## src/rtl/core/ght_pkg.sv

```systemverilog
// Shared constants, types and register codes of the gradient hysteresis threshold block.
`default_nettype none
package ght_pkg;
  localparam int MaxWidth  = 1024;
  localparam int MaxHeight = 4096;

  localparam int PIX_W    = 8;
  localparam int CLS_W    = 2;
  localparam int THR_W    = 9;
  localparam int WID_W    = 11;
  localparam int HGT_W    = 13;
  localparam int COL_W    = $clog2(MaxWidth);
  localparam int ROW_W    = HGT_W;
  localparam int RING_W   = 2;
  localparam int ADDR_W   = COL_W + RING_W;
  localparam int SQ_W     = 16;
  localparam int SUM_W    = SQ_W + 1;
  localparam int TS_SQ_W  = 2 * THR_W + 1;
  localparam int TW_SQ_W  = 2 * THR_W;
  localparam int CFG_IDX_W  = 2;
  localparam int CFG_DATA_W = HGT_W;

  localparam logic [CFG_IDX_W-1:0] REG_IMAGE_WIDTH  = 2'd0;
  localparam logic [CFG_IDX_W-1:0] REG_IMAGE_HEIGHT = 2'd1;
  localparam logic [CFG_IDX_W-1:0] REG_STRONG_THR   = 2'd2;
  localparam logic [CFG_IDX_W-1:0] REG_WEAK_THR     = 2'd3;

  localparam logic [WID_W-1:0] WIDTH_RST  = WID_W'(MaxWidth);
  localparam logic [HGT_W-1:0] HEIGHT_RST = HGT_W'(MaxHeight);
  localparam logic [THR_W-1:0] STRONG_RST = 9'd100;
  localparam logic [THR_W-1:0] WEAK_RST   = 9'd50;
  localparam logic [WID_W-1:0] WIDTH_MIN  = 11'd3;
  localparam logic [HGT_W-1:0] HEIGHT_MIN = 13'd3;

  localparam logic [PIX_W-1:0] EDGE_ON  = 8'd255;
  localparam logic [PIX_W-1:0] EDGE_OFF = 8'd0;

  typedef enum logic [CLS_W-1:0] {
    CLS_OFF    = 2'd0,
    CLS_WEAK   = 2'd1,
    CLS_STRONG = 2'd2
  } class_e;

  typedef struct packed {
    logic [WID_W-1:0] w;
    logic [HGT_W-1:0] h;
  } geom_t;

  typedef struct packed {
    logic last;
  } task_t;
endpackage
`default_nettype wire

```

## src/rtl/core/ght_task_queue.sv

```systemverilog
// Two-entry request queue between the classifier and the output stage.
`default_nettype none
module ght_task_queue (
  input  wire logic           clk_i,
  input  wire logic           rst_ni,
  input  wire logic           push_i,
  input  wire ght_pkg::task_t data_i,
  output logic                full_o,
  output logic                valid_o,
  output ght_pkg::task_t      data_o,
  input  wire logic           pop_i
);
  ght_pkg::task_t data_q [2];
  logic           wptr_q, rptr_q;
  logic [1:0]     cnt_q;

  assign full_o  = cnt_q == 2'd2;
  assign valid_o = cnt_q != 2'd0;
  assign data_o  = data_q[rptr_q];

  always_ff @(posedge clk_i or negedge rst_ni) begin
    if (!rst_ni) begin
      wptr_q    <= 1'b0;
      rptr_q    <= 1'b0;
      cnt_q     <= 2'd0;
      data_q[0] <= '0;
      data_q[1] <= '0;
    end else begin
      if (push_i && !full_o) begin
        data_q[wptr_q] <= data_i;
        wptr_q         <= ~wptr_q;
      end
      if (pop_i && valid_o) begin
        rptr_q <= ~rptr_q;
      end
      cnt_q <= cnt_q + {1'b0, push_i && !full_o} - {1'b0, pop_i && valid_o};
    end
  end

  assert property (@(posedge clk_i) disable iff (!rst_ni) cnt_q <= 2'd2)
    else $error("request queue count out of range");
endmodule
`default_nettype wire

```

## config.mk

```make
export PLATFORM = sky130hd
export DESIGN_NAME = ght_task_queue
export DESIGN_NICKNAME = d
export VERILOG_FILES = /design/src/rtl/core/ght_pkg.sv /design/src/rtl/core/ght_task_queue.sv
export SDC_FILE = /design/constraint.sdc
export NUM_CORES = 1
export LEC_CHECK = 0
export BUFFER_PORTS_ARGS = -buffer_cell sky130_fd_sc_hd__buf_4
export CAP_MARGIN = 20
export CELL_PAD_IN_SITES_DETAIL_PLACEMENT = 1
export CELL_PAD_IN_SITES_GLOBAL_PLACEMENT = 1
export CORE_AREA = 5 5 42 44
export CTS_CLUSTER_DIAMETER = 50
export DETAILED_ROUTE_END_ITERATION = 8
export DIE_AREA = 0 0 47 49
export PLACE_DENSITY = 0.54
export SLEW_MARGIN = 20
export SYNTH_ARGS = -nofsm -noshare
export SYNTH_HDL_FRONTEND = slang
export SYNTH_SLANG_ARGS = --single-unit
```

## constraint.sdc

```tcl
create_clock -name clk_i -period 4.8 [get_ports clk_i]
set_input_delay 0.72 -clock clk_i [delete_from_list [all_inputs] [get_ports clk_i]]
set_output_delay 0.72 -clock clk_i [all_outputs]
set_load 0.02 [all_outputs]
```

==> impl_metrics.yaml <==
outcome:
  status: "finished, final reports clean"
synthesis:
  synth.avg_cell_area_um2: 12.78
  ys_types: 13
  synthMuxAreaShare_pct: 11.49
  synth.yosys.seq_area_share_pct: 51.06
  ys_ff_latch: 6
  yosys.area_share.simple_pct: 14.47
  synth_area_um2: 294.0
  synth_xor_area_share_pct: 11.91
  synthAdderAreaFrac_pct: 8.511
  syn_nets: 30
  syn_inst: 23
  synth_top_family_by_area: "simple AND/OR/NAND/NOR gates"
  synth_compound_area_share_pct: 0
  ys.warnings.count: 0
power_and_ir_drop:
  power_density_mw_per_mm2: 718.1
  leakage_nw: 0.1867
  finalPower_mw: 0.2794
  ir_drop_mv: 0.1986
sta:
  rsz0062_at_grt: "false"
  finalMaxSlewViolations: 0
  setup_viol: 0
  layout_setup_ws_ns: 2.987
  tns_ns: 0
  relSlewSlack_pct: 88.88
  period_needed_ns: 1.813
  holdWs_ns: 0.2759
  period_share_pct: 37.77
  finalClockSkew_ns: 0.004330
  fmax_ghz: 0.5516
  worst_slew_pin_slew_ns: 0.1656
  hold_viol_final: 0
worst_setup_path:
  startpoint: "rptr_q"
  arrival_ns: 1.09
  slowest_stage: "dfrtp_1"
  crit_required_ns: 4.08
  criticalPathCategory: "flip-flop to output port"
  crit_path_start_kind: "flip-flop"
  endpoint_kind: "output port"
  crit_chain: "mux2_2 -> buf_4"
  critPathMaxFanout: 2
  crit_path_max_incr_delay_ns: 0.36
  r2r-start: "cnt_q[1]"
final_layout:
  fin_nets: 42
  area_delta_synth_final_pct: 32.34
  num-fill-cells: 171
  diodes: 0
  multi_input_area_um2: 136.4
  final_area_um2: 389.1
  drive_gt1_share_pct: 45.45
  regArea_um2: 150.1
routing:
  route.vias.total: 194
  totalWireLength_um: 527
  drt_iter0_drc: 1
  post_drt_via_cell_ratio: 3.959
  post_drt_wl_per_cell_um: 10.76
  ant_nets: 0
  drcViolationCount: 0
  drtPass1Iterations: 2
grt:
  grt_pass1_vias: 208
  grt_max_degree: 7
  antenna_found_initial: 0
  grtUsageTotal_pct: 6.020
  grt_pass1_wl_um: 883
  grt.overflow.total: 0
placed_design:
  place_ws_ns: 2.940
  gp_congestion: 0.6370
  place_hpwl_um: 422.7
  numPortBuffers: 7
  placed_cell_area_um2: 366.6
clocking:
  htree_num_levels: 1
  worstSkewPairLatency_ns: 0.24
  tritoncts: "done"
  cts_resized: 0
  cts_root_buffer: "clkbuf_4"
  post_cts_buffers: 0
  ctsHoldBuffers: 0
  numClockSinks: 6
  cts_buffers: 3
  clockBufferDepth: 2
  path_clk_slew_ns: 0.05
floorplan:
  die_w_um: 47
  die_h_um: 49
  die_area_mm2: 0.002303
  coreArea_mm2: 0.001401
  io_pins: 8
  placement_rows: 14
  start_util_pct: 20.98
run:
  cap_violations: 0
min_path:
  hold_path_class: "input port to async pin"
-- area by class of cell --
cell class                      count  area share (%)
Inverter                            2           1.929
Tap cell                           16           5.145
Multi-Input combinational cell     15           35.05
Timing Repair Buffer                7           13.50
Clock buffer                        3           5.788
Sequential cell                     6           38.59
-- where the power goes --
part           internal (mW)  switching [mW]
sequential            0.0790          0.0190
clock                 0.0283          0.0180
combinational         0.0747          0.0605
-- critical path: cells and delay by family (launching register included) --
kind | cells | cell delay [ns]
buf+inv | 1 | 0.16
mux | 1 | 0.34
flops | 1 | 0.36
-- logic make-up after synthesis --
| family | Yosys count |
|---|---|
| DFF | 6 |
| xor gates and xnor gates | 4 |
| buffers and inverters | 2 |
| adders and majority gates | 2 |
| muxes | 3 |
| and+or+nand+nor | 6 |
-- through the flow --
| stage | utilization, % | instances |
|---|---|---|
| floorplan | - | 23 |
| global placement | 26.16 | 46 |
| detailed placement | 26.16 | 46 |
| CTS | 27.77 | 49 |
| global route | 27.77 | 49 |
| finish | 27.77 | 49 |
-- synthesized netlist by cell type --
cell type | number | area share, %
dfrtp_1 | 6 | 51
xnor2_1 | 3 | 8.9
ha_1 | 2 | 8.5
inv_1 | 2 | 2.6
mux2_2 | 2 | 7.7
and2_4 | 1 | 3.0
mux2_1 | 1 | 3.8
nand2_1 | 1 | 1.3
nand2b_2 | 1 | 3.0
nand3_1 | 1 | 1.7
nand3b_1 | 1 | 2.6
or2_4 | 1 | 3.0
xor2_1 | 1 | 3.0
-- layout by cell type, fill, tap and decap left out, drive strengths merged --
cell type,count
mux2,3
or2,1
buf,7
ha,2
nand3,1
clkbuf,3
xnor2,3
xor2,1
nand2b,1
dfrtp,6
nand2,1
nand3b,1
inv,2
and2,1
-- final timing paths --
check	slack (ns)	depth (start not counted)	to
max	2.99	2	data_o
min	0.28	1	cnt_q[1]
max reg2reg	3.09	7	cnt_q[1]
min reg2reg	0.48	1	rptr_q
max in group asynchronous	4.40	1	data_q[0]
min in group clk_i	0.48	1	rptr_q
-- routing by layer --
metal | vias to the layer above | global-route usage [%] | share of wire [%]
li1 | 96 | - | -
met1 | 85 | 6.264 | 45
met2 | 9 | 7.466 | 38
met3 | 4 | 3.321 | 12
met4 | 0 | 6.912 | 5.1
met5 | - | 0 | 0
-- state kept, by name (all words and copies together), names as in the netlist --
| signal | count |
|---|---|
| cnt_q | 2 |
| data_q | 2 |
| rptr_q | 1 |
| wptr_q | 1 |
No activity file was read; power rests on OpenSTA's default activity.
