==> src/rtl/core/ght_pkg.sv <==
// Shared constants, types and register codes of the gradient hysteresis threshold block.
`default_nettype none
package ght_pkg;
  localparam int MaxWidth  = 1024;
  localparam int MaxHeight = 4096;

  localparam int PIX_W    = 8;
  localparam int CLS_W    = 2;
  localparam int THR_W    = 9;
  localparam int WID_W    = 11;
  localparam int HGT_W    = 13;
  localparam int COL_W    = $clog2(MaxWidth);
  localparam int ROW_W    = HGT_W;
  localparam int RING_W   = 2;
  localparam int ADDR_W   = COL_W + RING_W;
  localparam int SQ_W     = 16;
  localparam int SUM_W    = SQ_W + 1;
  localparam int TS_SQ_W  = 2 * THR_W + 1;
  localparam int TW_SQ_W  = 2 * THR_W;
  localparam int CFG_IDX_W  = 2;
  localparam int CFG_DATA_W = HGT_W;

  localparam logic [CFG_IDX_W-1:0] REG_IMAGE_WIDTH  = 2'd0;
  localparam logic [CFG_IDX_W-1:0] REG_IMAGE_HEIGHT = 2'd1;
  localparam logic [CFG_IDX_W-1:0] REG_STRONG_THR   = 2'd2;
  localparam logic [CFG_IDX_W-1:0] REG_WEAK_THR     = 2'd3;

  localparam logic [WID_W-1:0] WIDTH_RST  = WID_W'(MaxWidth);
  localparam logic [HGT_W-1:0] HEIGHT_RST = HGT_W'(MaxHeight);
  localparam logic [THR_W-1:0] STRONG_RST = 9'd100;
  localparam logic [THR_W-1:0] WEAK_RST   = 9'd50;
  localparam logic [WID_W-1:0] WIDTH_MIN  = 11'd3;
  localparam logic [HGT_W-1:0] HEIGHT_MIN = 13'd3;

  localparam logic [PIX_W-1:0] EDGE_ON  = 8'd255;
  localparam logic [PIX_W-1:0] EDGE_OFF = 8'd0;

  typedef enum logic [CLS_W-1:0] {
    CLS_OFF    = 2'd0,
    CLS_WEAK   = 2'd1,
    CLS_STRONG = 2'd2
  } class_e;

  typedef struct packed {
    logic [WID_W-1:0] w;
    logic [HGT_W-1:0] h;
  } geom_t;

  typedef struct packed {
    logic last;
  } task_t;
endpackage
`default_nettype wire

==> src/rtl/core/ght_back.sv <==
// Back stage: reads the class window, applies hysteresis and buffers results.
`default_nettype none
module ght_back (
  input  wire logic                       clk_i,
  input  wire logic                       rst_ni,
  input  wire ght_pkg::geom_t             geom_i,
  input  wire logic                       restart_i,
  input  wire logic                       task_valid_i,
  input  wire ght_pkg::task_t             task_i,
  output logic                            task_pop_o,
  output logic [ght_pkg::ADDR_W-1:0]      cls_raddr_o,
  input  wire logic [ght_pkg::CLS_W-1:0]  cls_rdata_i,
  output logic                            empty,
  input  wire logic                       pop,
  output logic [ght_pkg::PIX_W-1:0]       pixel_out_o,
  output logic                            frame_last_o
);
  typedef enum logic [1:0] {B_IDLE, B_READ, B_PUSH} bstate_e;

  bstate_e                    state_q;
  logic [ght_pkg::COL_W-1:0]  ocol_q;
  logic [ght_pkg::ROW_W-1:0]  orow_q;
  logic [1:0]                 kr_q, kc_q;
  logic                       idone_q, rvalid_q, rctr_q, found_q;
  logic [ght_pkg::CLS_W-1:0]  centre_q;
  logic [ght_pkg::PIX_W-1:0]  ob_pix_q [2];
  logic                       ob_last_q [2];
  logic                       ob_wptr_q, ob_rptr_q;
  logic [1:0]                 ob_cnt_q;

  logic [ght_pkg::WID_W-1:0]  wm1;
  logic [ght_pkg::HGT_W-1:0]  hm1;
  logic                       interior, ob_push, ob_pop, col_last;
  logic [ght_pkg::PIX_W-1:0]  value;

  assign wm1      = geom_i.w - 11'd1;
  assign hm1      = geom_i.h - 13'd1;
  assign col_last = {1'b0, ocol_q} == wm1;
  assign interior = (orow_q != '0) && (orow_q < hm1) &&
                    (ocol_q != '0) && ({1'b0, ocol_q} < wm1);

  assign cls_raddr_o = {orow_q[ght_pkg::RING_W-1:0] - 2'd1 + kr_q,
                        ocol_q - 10'd1 + {8'd0, kc_q}};

  always_comb begin
    case (centre_q)
      ght_pkg::CLS_STRONG: value = ght_pkg::EDGE_ON;
      ght_pkg::CLS_WEAK:   value = found_q ? ght_pkg::EDGE_ON : ght_pkg::EDGE_OFF;
      default:             value = ght_pkg::EDGE_OFF;
    endcase
  end

  assign ob_push     = (state_q == B_PUSH) && (ob_cnt_q != 2'd2);
  assign task_pop_o  = ob_push;
  assign ob_pop      = pop && !empty;
  assign empty       = ob_cnt_q == 2'd0;
  assign pixel_out_o = ob_pix_q[ob_rptr_q];
  assign frame_last_o = ob_last_q[ob_rptr_q];

  always_ff @(posedge clk_i or negedge rst_ni) begin
    if (!rst_ni) begin
      state_q      <= B_IDLE;
      ocol_q       <= '0;
      orow_q       <= '0;
      kr_q         <= '0;
      kc_q         <= '0;
      idone_q      <= 1'b0;
      rvalid_q     <= 1'b0;
      rctr_q       <= 1'b0;
      found_q      <= 1'b0;
      centre_q     <= ght_pkg::CLS_OFF;
      ob_pix_q[0]  <= '0;
      ob_pix_q[1]  <= '0;
      ob_last_q[0] <= 1'b0;
      ob_last_q[1] <= 1'b0;
      ob_wptr_q    <= 1'b0;
      ob_rptr_q    <= 1'b0;
      ob_cnt_q     <= 2'd0;
    end else begin
      if (restart_i) begin
        ocol_q <= '0;
        orow_q <= '0;
      end
      case (state_q)
        B_IDLE: begin
          found_q  <= 1'b0;
          centre_q <= ght_pkg::CLS_OFF;
          kr_q     <= '0;
          kc_q     <= '0;
          idone_q  <= 1'b0;
          rvalid_q <= 1'b0;
          if (task_valid_i) begin
            state_q <= interior ? B_READ : B_PUSH;
          end
        end
        B_READ: begin
          if (rvalid_q) begin
            if (cls_rdata_i == ght_pkg::CLS_STRONG) begin
              found_q <= 1'b1;
            end
            if (rctr_q) begin
              centre_q <= cls_rdata_i;
            end
          end
          if (idone_q) begin
            rvalid_q <= 1'b0;
            state_q  <= B_PUSH;
          end else begin
            rvalid_q <= 1'b1;
            rctr_q   <= (kr_q == 2'd1) && (kc_q == 2'd1);
            if (kc_q == 2'd2) begin
              kc_q <= '0;
              kr_q <= kr_q + 2'd1;
              if (kr_q == 2'd2) begin
                idone_q <= 1'b1;
              end
            end else begin
              kc_q <= kc_q + 2'd1;
            end
          end
        end
        B_PUSH: begin
          if (ob_push) begin
            ob_pix_q[ob_wptr_q]  <= value;
            ob_last_q[ob_wptr_q] <= task_i.last;
            ob_wptr_q            <= ~ob_wptr_q;
            if (task_i.last) begin
              ocol_q <= '0;
              orow_q <= '0;
            end else if (col_last) begin
              ocol_q <= '0;
              orow_q <= orow_q + 13'd1;
            end else begin
              ocol_q <= ocol_q + 10'd1;
            end
            state_q <= B_IDLE;
          end
        end
        default: state_q <= B_IDLE;
      endcase
      if (ob_pop) begin
        ob_rptr_q <= ~ob_rptr_q;
      end
      ob_cnt_q <= ob_cnt_q + {1'b0, ob_push} - {1'b0, ob_pop};
    end
  end

  assert property (@(posedge clk_i) disable iff (!rst_ni) task_pop_o |-> task_valid_i)
    else $error("result produced without a request");
  assert property (@(posedge clk_i) disable iff (!rst_ni) ob_cnt_q <= 2'd2)
    else $error("result buffer count out of range");
endmodule
`default_nettype wire

==> config.mk <==
export PLATFORM = sky130hd
export DESIGN_NAME = ght_back
export DESIGN_NICKNAME = d
export VERILOG_FILES = /design/src/rtl/core/ght_pkg.sv /design/src/rtl/core/ght_back.sv
export SDC_FILE = /design/constraint.sdc
export NUM_CORES = 1
export LEC_CHECK = 0
export ABC_AREA = 1
export BUFFER_PORTS_ARGS = -buffer_cell sky130_fd_sc_hd__buf_2
export CAP_MARGIN = 40
export CELL_PAD_IN_SITES_DETAIL_PLACEMENT = 1
export CELL_PAD_IN_SITES_GLOBAL_PLACEMENT = 1
export CORE_UTILIZATION = 30
export CTS_CLUSTER_DIAMETER = 50
export DETAILED_ROUTE_END_ITERATION = 6
export GPL_ROUTABILITY_DRIVEN = 0
export MAX_ROUTING_LAYER = met4
export PLACE_DENSITY = 0.72
export SYNTH_ARGS = -nofsm -noshare
export SYNTH_HDL_FRONTEND = slang
export SYNTH_SLANG_ARGS = --single-unit
==> constraint.sdc <==
create_clock -name clk_i -period 2.45 [get_ports clk_i]
set_input_delay 0.1225 -clock clk_i [delete_from_list [all_inputs] [get_ports clk_i]]
set_output_delay 0.1225 -clock clk_i [all_outputs]
set_load 0.05 [all_outputs]
==> metrics.log, run 1 <==
INFO  metric grt_start_max_net_pins = 28
INFO  metric crit_endpoint = cls_raddr_o[7]
INFO  metric cts-root-to-sink-buffers = 2
INFO  metric error_message = [ERROR DRT-0255] Maze Route cannot find path of net clk_i in worker of routeBox ( 96600 0 ) ( 119315 48300 ).
INFO  metric detailed_place_hpwl = 9.40 mm
INFO  metric worstEndpointType = primary output
INFO  metric num_rows = 42
INFO  metric postSynth.asyncResetShare = 100%
INFO  metric syn-mean-instance-area = 7.31 um2
INFO  metric initial_antenna_violation_count = 0
INFO  metric via_count_of_the_first_global_routing_pass = 4117
INFO  metric synth_flop_cell = sky130_fd_sc_hd__dfrtp_1
INFO  metric syn_area = 4130 um2
INFO  metric post_synth_num_cell_types = 40
INFO  metric synth_fp_nets = 653
INFO  metric edff_count_synth = 0
INFO  metric run_status = stopped before the end
INFO  metric initial_standard_cell_utilization_of_the_core = 30.9%
INFO  metric vertical_die_dimension = around 120 um
INFO  metric synthesis.instances = 565
INFO  metric detailed_place.area = 4650 um2
INFO  metric global_route_wire_length_before_repair = just under 20 mm
INFO  metric port-buffer-count = 54
INFO  metric global_route_usage_sum = around 17%
INFO  metric number_of_buffers_created_by_cts = 5
INFO  metric synth-seq-area-share = 26.1%
INFO  metric ys_ff_latch = 43
INFO  metric cts-root-buf = sky130_fd_sc_hd__clkbuf_16
INFO  metric htree_num_levels = 2
INFO  metric dp_worst_setup_slack = -113 ps
INFO  metric clock_sink_count = 43
INFO  metric stage_where_the_flow_stopped = 5_2_route
INFO  metric globalRoute.totalOverflow = 0
INFO  metric synth-warning-count = 0
INFO  metric floorplan.io_pins = 55
INFO  metric chipWidth = 119 um
routing by layer:
| metal | GRT usage [%] |
|---|---|
| met1 | 21.6 |
| met2 | 30.2 |
| met3 | 2.11 |
| met4 | 4.14 |
| met5 | - |
kinds of logic after synthesis:
logic type / count (synthesis) / share of synthesized area (%)
AO/OA/AOI/OAI: 76 / 12.2
XOR/XNOR: 37 / 7.85
adder cells (fa/ha/maj): 56 / 17.2
buffers and inverters: 99 / 10.2
flip-flops: 43 / 26.1
AND/OR/NAND/NOR: 254 / 26.6
cell usage after synthesis (2+ instances only):
| master | count | area (um2) |
|---|---|---|
| sky130_fd_sc_hd__nand2_1 | 115 | 432 |
| sky130_fd_sc_hd__nor2_4 | 2 | 22.5 |
| sky130_fd_sc_hd__a32oi_1 | 3 | 26.3 |
| sky130_fd_sc_hd__o21bai_1 | 2 | 15.0 |
| sky130_fd_sc_hd__a31oi_1 | 3 | 18.8 |
| sky130_fd_sc_hd__nor3_1 | 15 | 75.1 |
| sky130_fd_sc_hd__o22ai_2 | 8 | 100 |
| sky130_fd_sc_hd__nor2_1 | 68 | 255 |
| sky130_fd_sc_hd__o211ai_1 | 4 | 30.0 |
| sky130_fd_sc_hd__nand2_4 | 2 | 22.5 |
| sky130_fd_sc_hd__clkbuf_1 | 2 | 7.51 |
| sky130_fd_sc_hd__nor2_2 | 2 | 12.5 |
| sky130_fd_sc_hd__a21oi_2 | 2 | 17.5 |
| sky130_fd_sc_hd__inv_1 | 85 | 319 |
| sky130_fd_sc_hd__a21oi_1 | 27 | 135 |
| sky130_fd_sc_hd__xor2_1 | 24 | 210 |
| sky130_fd_sc_hd__xnor2_1 | 13 | 114 |
| sky130_fd_sc_hd__dfrtp_1 | 43 | 1080 |
| sky130_fd_sc_hd__or2_2 | 4 | 25.0 |
| sky130_fd_sc_hd__nand4_1 | 10 | 62.6 |
| sky130_fd_sc_hd__buf_4 | 8 | 60.1 |
| sky130_fd_sc_hd__a22oi_1 | 3 | 22.5 |
| sky130_fd_sc_hd__ha_1 | 55 | 688 |
| sky130_fd_sc_hd__o21ai_0 | 18 | 90.1 |
| sky130_fd_sc_hd__nand2_2 | 2 | 12.5 |
| sky130_fd_sc_hd__nand3_1 | 31 | 155 |
what timing repair did:
action	in CTS	in global routing
buffers inserted	5	4
setup endpoints to repair	4	7
pin swaps	4	10
hold buffers	1	0
endpoints found under the hold margin	16	0
gates resized for setup	17	9
per-stage QoR:
stage / TNS, ps / hold slack [ps] / instances
3_3_place_gp: 0 / 374 / 794
3_5_place_dp: -757 / 97.0 / 795
2_1_floorplan: 0 / -173 / 565
5_1_grt: -553 / 127 / 812
4_1_cts: -360 / 94.5 / 809
==> run 2: changes to the inputs <==
Settings changed: CELL_PAD_IN_SITES_DETAIL_PLACEMENT 1 to unset, CELL_PAD_IN_SITES_GLOBAL_PLACEMENT 1 to unset, CORE_UTILIZATION 30 to 20, CTS_CLUSTER_DIAMETER 50 to unset, MAX_ROUTING_LAYER met4 to unset, PLACE_DENSITY 0.72 to unset, PLACE_DENSITY_LB_ADDON set to 0.15.
==> run 2 against run 1 <==
The flow now finishes without violations. Global-route usage shrank 6.5 points. Synthesized cell count is the same. Area after synthesis is the same.
==> metrics.log, run 2 <==
INFO  metric port-buffer-count = 54 (unchanged)
INFO  metric cp_max_fo = 3
INFO  metric via_count_of_the_first_global_routing_pass = 3654 (was 4117)
INFO  metric num_rows = 52 (was 42)
INFO  metric critPathCapture = cls_raddr_o[7]
INFO  metric syn-mean-instance-area = 7.31 um2 (unchanged)
INFO  metric htree_num_levels = 2 (unchanged)
INFO  metric initial_standard_cell_utilization_of_the_core = 20.4% (was 30.9%)
INFO  metric detailed_place_hpwl = 9.18 mm (was 9.40 mm)
INFO  metric worst-r2r-setup-slack = 330 ps
INFO  metric req_time_crit_path = between 2000 and 2500 ps
INFO  metric nNetsFinal = 726
INFO  metric ys_ff_latch = 43 (unchanged)
INFO  metric worstPathArrival = 2290 ps
INFO  metric worst_slew_pin_slew = 528 ps
INFO  metric report.power.total = 0.00371 W
INFO  metric rsz0062_at_grt = yes
INFO  metric synth.top_cells.by_count = sky130_fd_sc_hd__nand2_1, sky130_fd_sc_hd__inv_1, sky130_fd_sc_hd__nor2_1, sky130_fd_sc_hd__ha_1, sky130_fd_sc_hd__dfrtp_1 (unchanged)
INFO  metric critPathCaptureType = primary output
INFO  metric reg2regPathDepth = 9
INFO  metric layout_commonest_cell = sky130_fd_sc_hd__nand2_1
INFO  metric report.final.hold_viol_count = 0
INFO  metric maxSlewHeadroom = about 65%
INFO  metric cellPowerDensity = 730 nW/um2
INFO  metric layout-area-overhead-vs-synth = 23.1%
INFO  metric critPathLaunchType = flip-flop
INFO  metric max_flop_register = orow_q
INFO  metric cts_tree = built
INFO  metric critical-path-slowest-cell = sky130_fd_sc_hd__dfrtp_1
INFO  metric floorplan.io_pins = 55 (unchanged)
INFO  metric netlist_top_cells_area = sky130_fd_sc_hd__dfrtp_1, sky130_fd_sc_hd__ha_1, sky130_fd_sc_hd__nand2_1, sky130_fd_sc_hd__inv_1, sky130_fd_sc_hd__nor2_1 (unchanged)
INFO  metric post_synth_num_cell_types = 40 (unchanged)
INFO  metric final.period_utilization = 98.6%
INFO  metric timing.final.crit_period = ~2400 ps
INFO  metric die_area = 21200 um2
INFO  metric timing.critical_path.slowest_cell_delay = 390 ps
INFO  metric initial_antenna_violation_count = 0 (unchanged)
INFO  metric run_status = completed (was stopped before the end)
INFO  metric remaining_drc_errors = 0
INFO  metric r2r_end = orow_q[0]$_DFF_PN0_
INFO  metric fraction_of_layout_instances_using_a_drive_strength_above_1 = between 20% and 30%
INFO  metric clock_sink_count = 43 (unchanged)
INFO  metric placeable_core_region = 20200 um2
INFO  metric fill_cells = 2232
INFO  metric ant_nets = 0
INFO  metric crit_path_cell_trace = inv_2 -> ha_4 -> inv_4 -> ha_4 -> inv_2 -> fa_2 -> nor2_2 -> o21ai_2 -> nand2_2 -> a21oi_2 -> nor2_1 -> nor2_2 -> xor2_2 -> buf_6
INFO  metric timing_worst_setup_path_type = flip-flop to primary output
INFO  metric routedWlPerCell = 12.4 um
INFO  metric drt-pass1-iter-count = 4
INFO  metric final.setup.worst_slack = 33.9 ps
INFO  metric number_of_flip_flops_in_the_largest_register = 13
INFO  metric reg.largest.list = orow_q: 13 flops, ocol_q: 10 flops
INFO  metric edff_count_synth = 0 (unchanged)
INFO  metric cell_family_contributing_the_most_delay_on_the_critical_path = adder cells
INFO  metric cts-root-to-sink-buffers = 2 (unchanged)
INFO  metric via_count = roughly 3800
INFO  metric fmax = 414 MHz
INFO  metric cts-root-buf = sky130_fd_sc_hd__clkbuf_16 (unchanged)
INFO  metric synthesis.instances = 565 (unchanged)
INFO  metric postSynth.asyncResetShare = 100% (unchanged)
INFO  metric timing.final.setup_violations = 0
INFO  metric finalWirelength = roughly 11 mm
INFO  metric clk_pin_slew_worst_paths = 70 ps
INFO  metric synth_fp_nets = 653 (unchanged)
INFO  metric synth_flop_cell = sky130_fd_sc_hd__dfrtp_1 (unchanged)
INFO  metric synth-warning-count = 0 (unchanged)
INFO  metric cp_num_buf_inv = 4
INFO  metric drt_iter0_drc = 183
INFO  metric globalRoute.totalOverflow = 0 (unchanged)
INFO  metric routed_via_density = around 4.2
INFO  metric leading_cell_types_in_the_layout_fill_and_taps_excluded = sky130_fd_sc_hd__nand2_1, sky130_fd_sc_hd__inv_1, sky130_fd_sc_hd__nor2_1
INFO  metric fin_worst_skew = 10.4 ps
INFO  metric setup-tns-final = 0 ps
INFO  metric static-leakage-power = 2.47 nW
INFO  metric vdd_drop_max = 0.418 mV
INFO  metric global_route_wire_length_before_repair = 18.7 mm (was 19.6 mm)
INFO  metric regToRegStartpoint = ocol_q[1]$_DFF_PN0_
INFO  metric global_route_usage_sum = 11.0% (was 17.5%)
INFO  metric cp_num_cells = 14
INFO  metric antenna_cells = 0
INFO  metric timing.critical_path.from = ocol_q[1]$_DFF_PN0_
INFO  metric grt_start_max_net_pins = 31 (was 28)
INFO  metric synthMostInstantiatedCell = sky130_fd_sc_hd__nand2_1 (unchanged)
INFO  metric number_of_buffers_created_by_cts = 5 (unchanged)
INFO  metric netlist.top_cell.by_area = sky130_fd_sc_hd__dfrtp_1 (unchanged)
INFO  metric vertical_die_dimension = 146 um (was 119 um)
INFO  metric dp_worst_setup_slack = -73.1 ps (was -113 ps)
INFO  metric drv.max_cap_violation_count = 0
INFO  metric chipWidth = 146 um (was 119 um)
INFO  metric syn_area = 4130 um2 (unchanged)
INFO  metric synth_top_cell_area_share = 26.1% (unchanged)
INFO  metric worst_skew_pair.late_latency = 300 ps
INFO  metric hp-class = primary input to flip-flop
INFO  metric drv_slew = 0
INFO  metric synth-seq-area-share = 26.1% (unchanged)
run 2: cell type report:
| cell class | instances | area, um2 | area share [%] |
|---|---|---|---|
| flip-flops and latches | 43 | 1080 | 21.3 |
| well taps | 270 | 338 | 6.65 |
| multi-input cells | 423 | 2710 | 53.3 |
| repair buffers | 78 | 473 | 9.31 |
| clock buffers | 5 | 125 | 2.46 |
| inverters | 87 | 330 | 6.50 |
| clock inverters | 3 | 23.8 | 0.468 |
run 2: worst min-delay path by stage:
stage | startpoint | cells after the start | end
after floorplan | rst_ni | 0 | centre_q[0]$_DFFE_PN0P_
after global placement | rst_ni | 1 | centre_q[0]$_DFFE_PN0P_
after detailed placement | rst_ni | 1 | centre_q[0]$_DFFE_PN0P_
after CTS | cls_rdata_i[0] | 3 | centre_q[0]$_DFFE_PN0P_
after global routing | cls_rdata_i[0] | 3 | centre_q[0]$_DFFE_PN0P_
final | cls_rdata_i[0] | 3 | centre_q[0]$_DFFE_PN0P_
run 2: stage by stage:
| step | util (%) | cell area, um2 | hold WS (ps) | cells |
|---|---|---|---|---|
| final | 25.1 | 5080 | 123 | 909 |
| after global routing | 25.1 | 5080 | 112 | 909 |
| after CTS | 24.8 | 5020 | 106 | 907 |
| after detailed placement | 23.6 | 4780 | 64.4 | 892 |
| after global placement | 23.6 | 4780 | 57.9 | 892 |
| after floorplan | - | 4150 | -173 | 565 |
run 2: routing by layer:
metal / part of all wire (%) / GRT usage (%)
met3: 3.9 / 1.72
met5: 0 / 0
met1: 50 / 15.4
met4: 1.2 / 2.42
met2: 45 / 17.6
run 2: worst register-to-register path, stage by stage (launching register included):
cell	delay, ps
sky130_fd_sc_hd__dfrtp_1	390
sky130_fd_sc_hd__buf_4	130
sky130_fd_sc_hd__buf_4	120
sky130_fd_sc_hd__buf_4	140
sky130_fd_sc_hd__ha_1	290
sky130_fd_sc_hd__nand4_1	120
sky130_fd_sc_hd__nor2_1	250
sky130_fd_sc_hd__nand4_1	270
sky130_fd_sc_hd__o211ai_1	240
sky130_fd_sc_hd__nand2_1	60
run 2: timing repair:
item,in CTS,in global routing
gates resized for setup,15,18
cloned,0,0
buffers inserted,6,2
hold buffers,1,0
endpoints found under the setup margin,4,7
pin swaps,10,9
endpoints found under the hold margin,13,0
run 2: power breakdown:
part / total (W) / internal (W) / leakage [nW] / switching (W)
Sequential: 0.000859 / 0.000794 / 0.577 / 0.0000645
Combinational: 0.00214 / 0.000706 / 1.83 / 0.00143
Clock: 0.000709 / 0.000383 / 0.0664 / 0.000326
Total: 0.00371 / 0.00188 / 2.47 / 0.00183
run 2: cells by family after synthesis:
kind of cell,share of synthesized area [%]
AOI/OAI and AO/OA,12.2
xor gates and xnor gates,7.85
adders and majority gates,17.2
buffers and inverters,10.2
DFF,26.1
and+or+nand+nor,26.6
No activity file was read; power rests on OpenSTA's default activity.
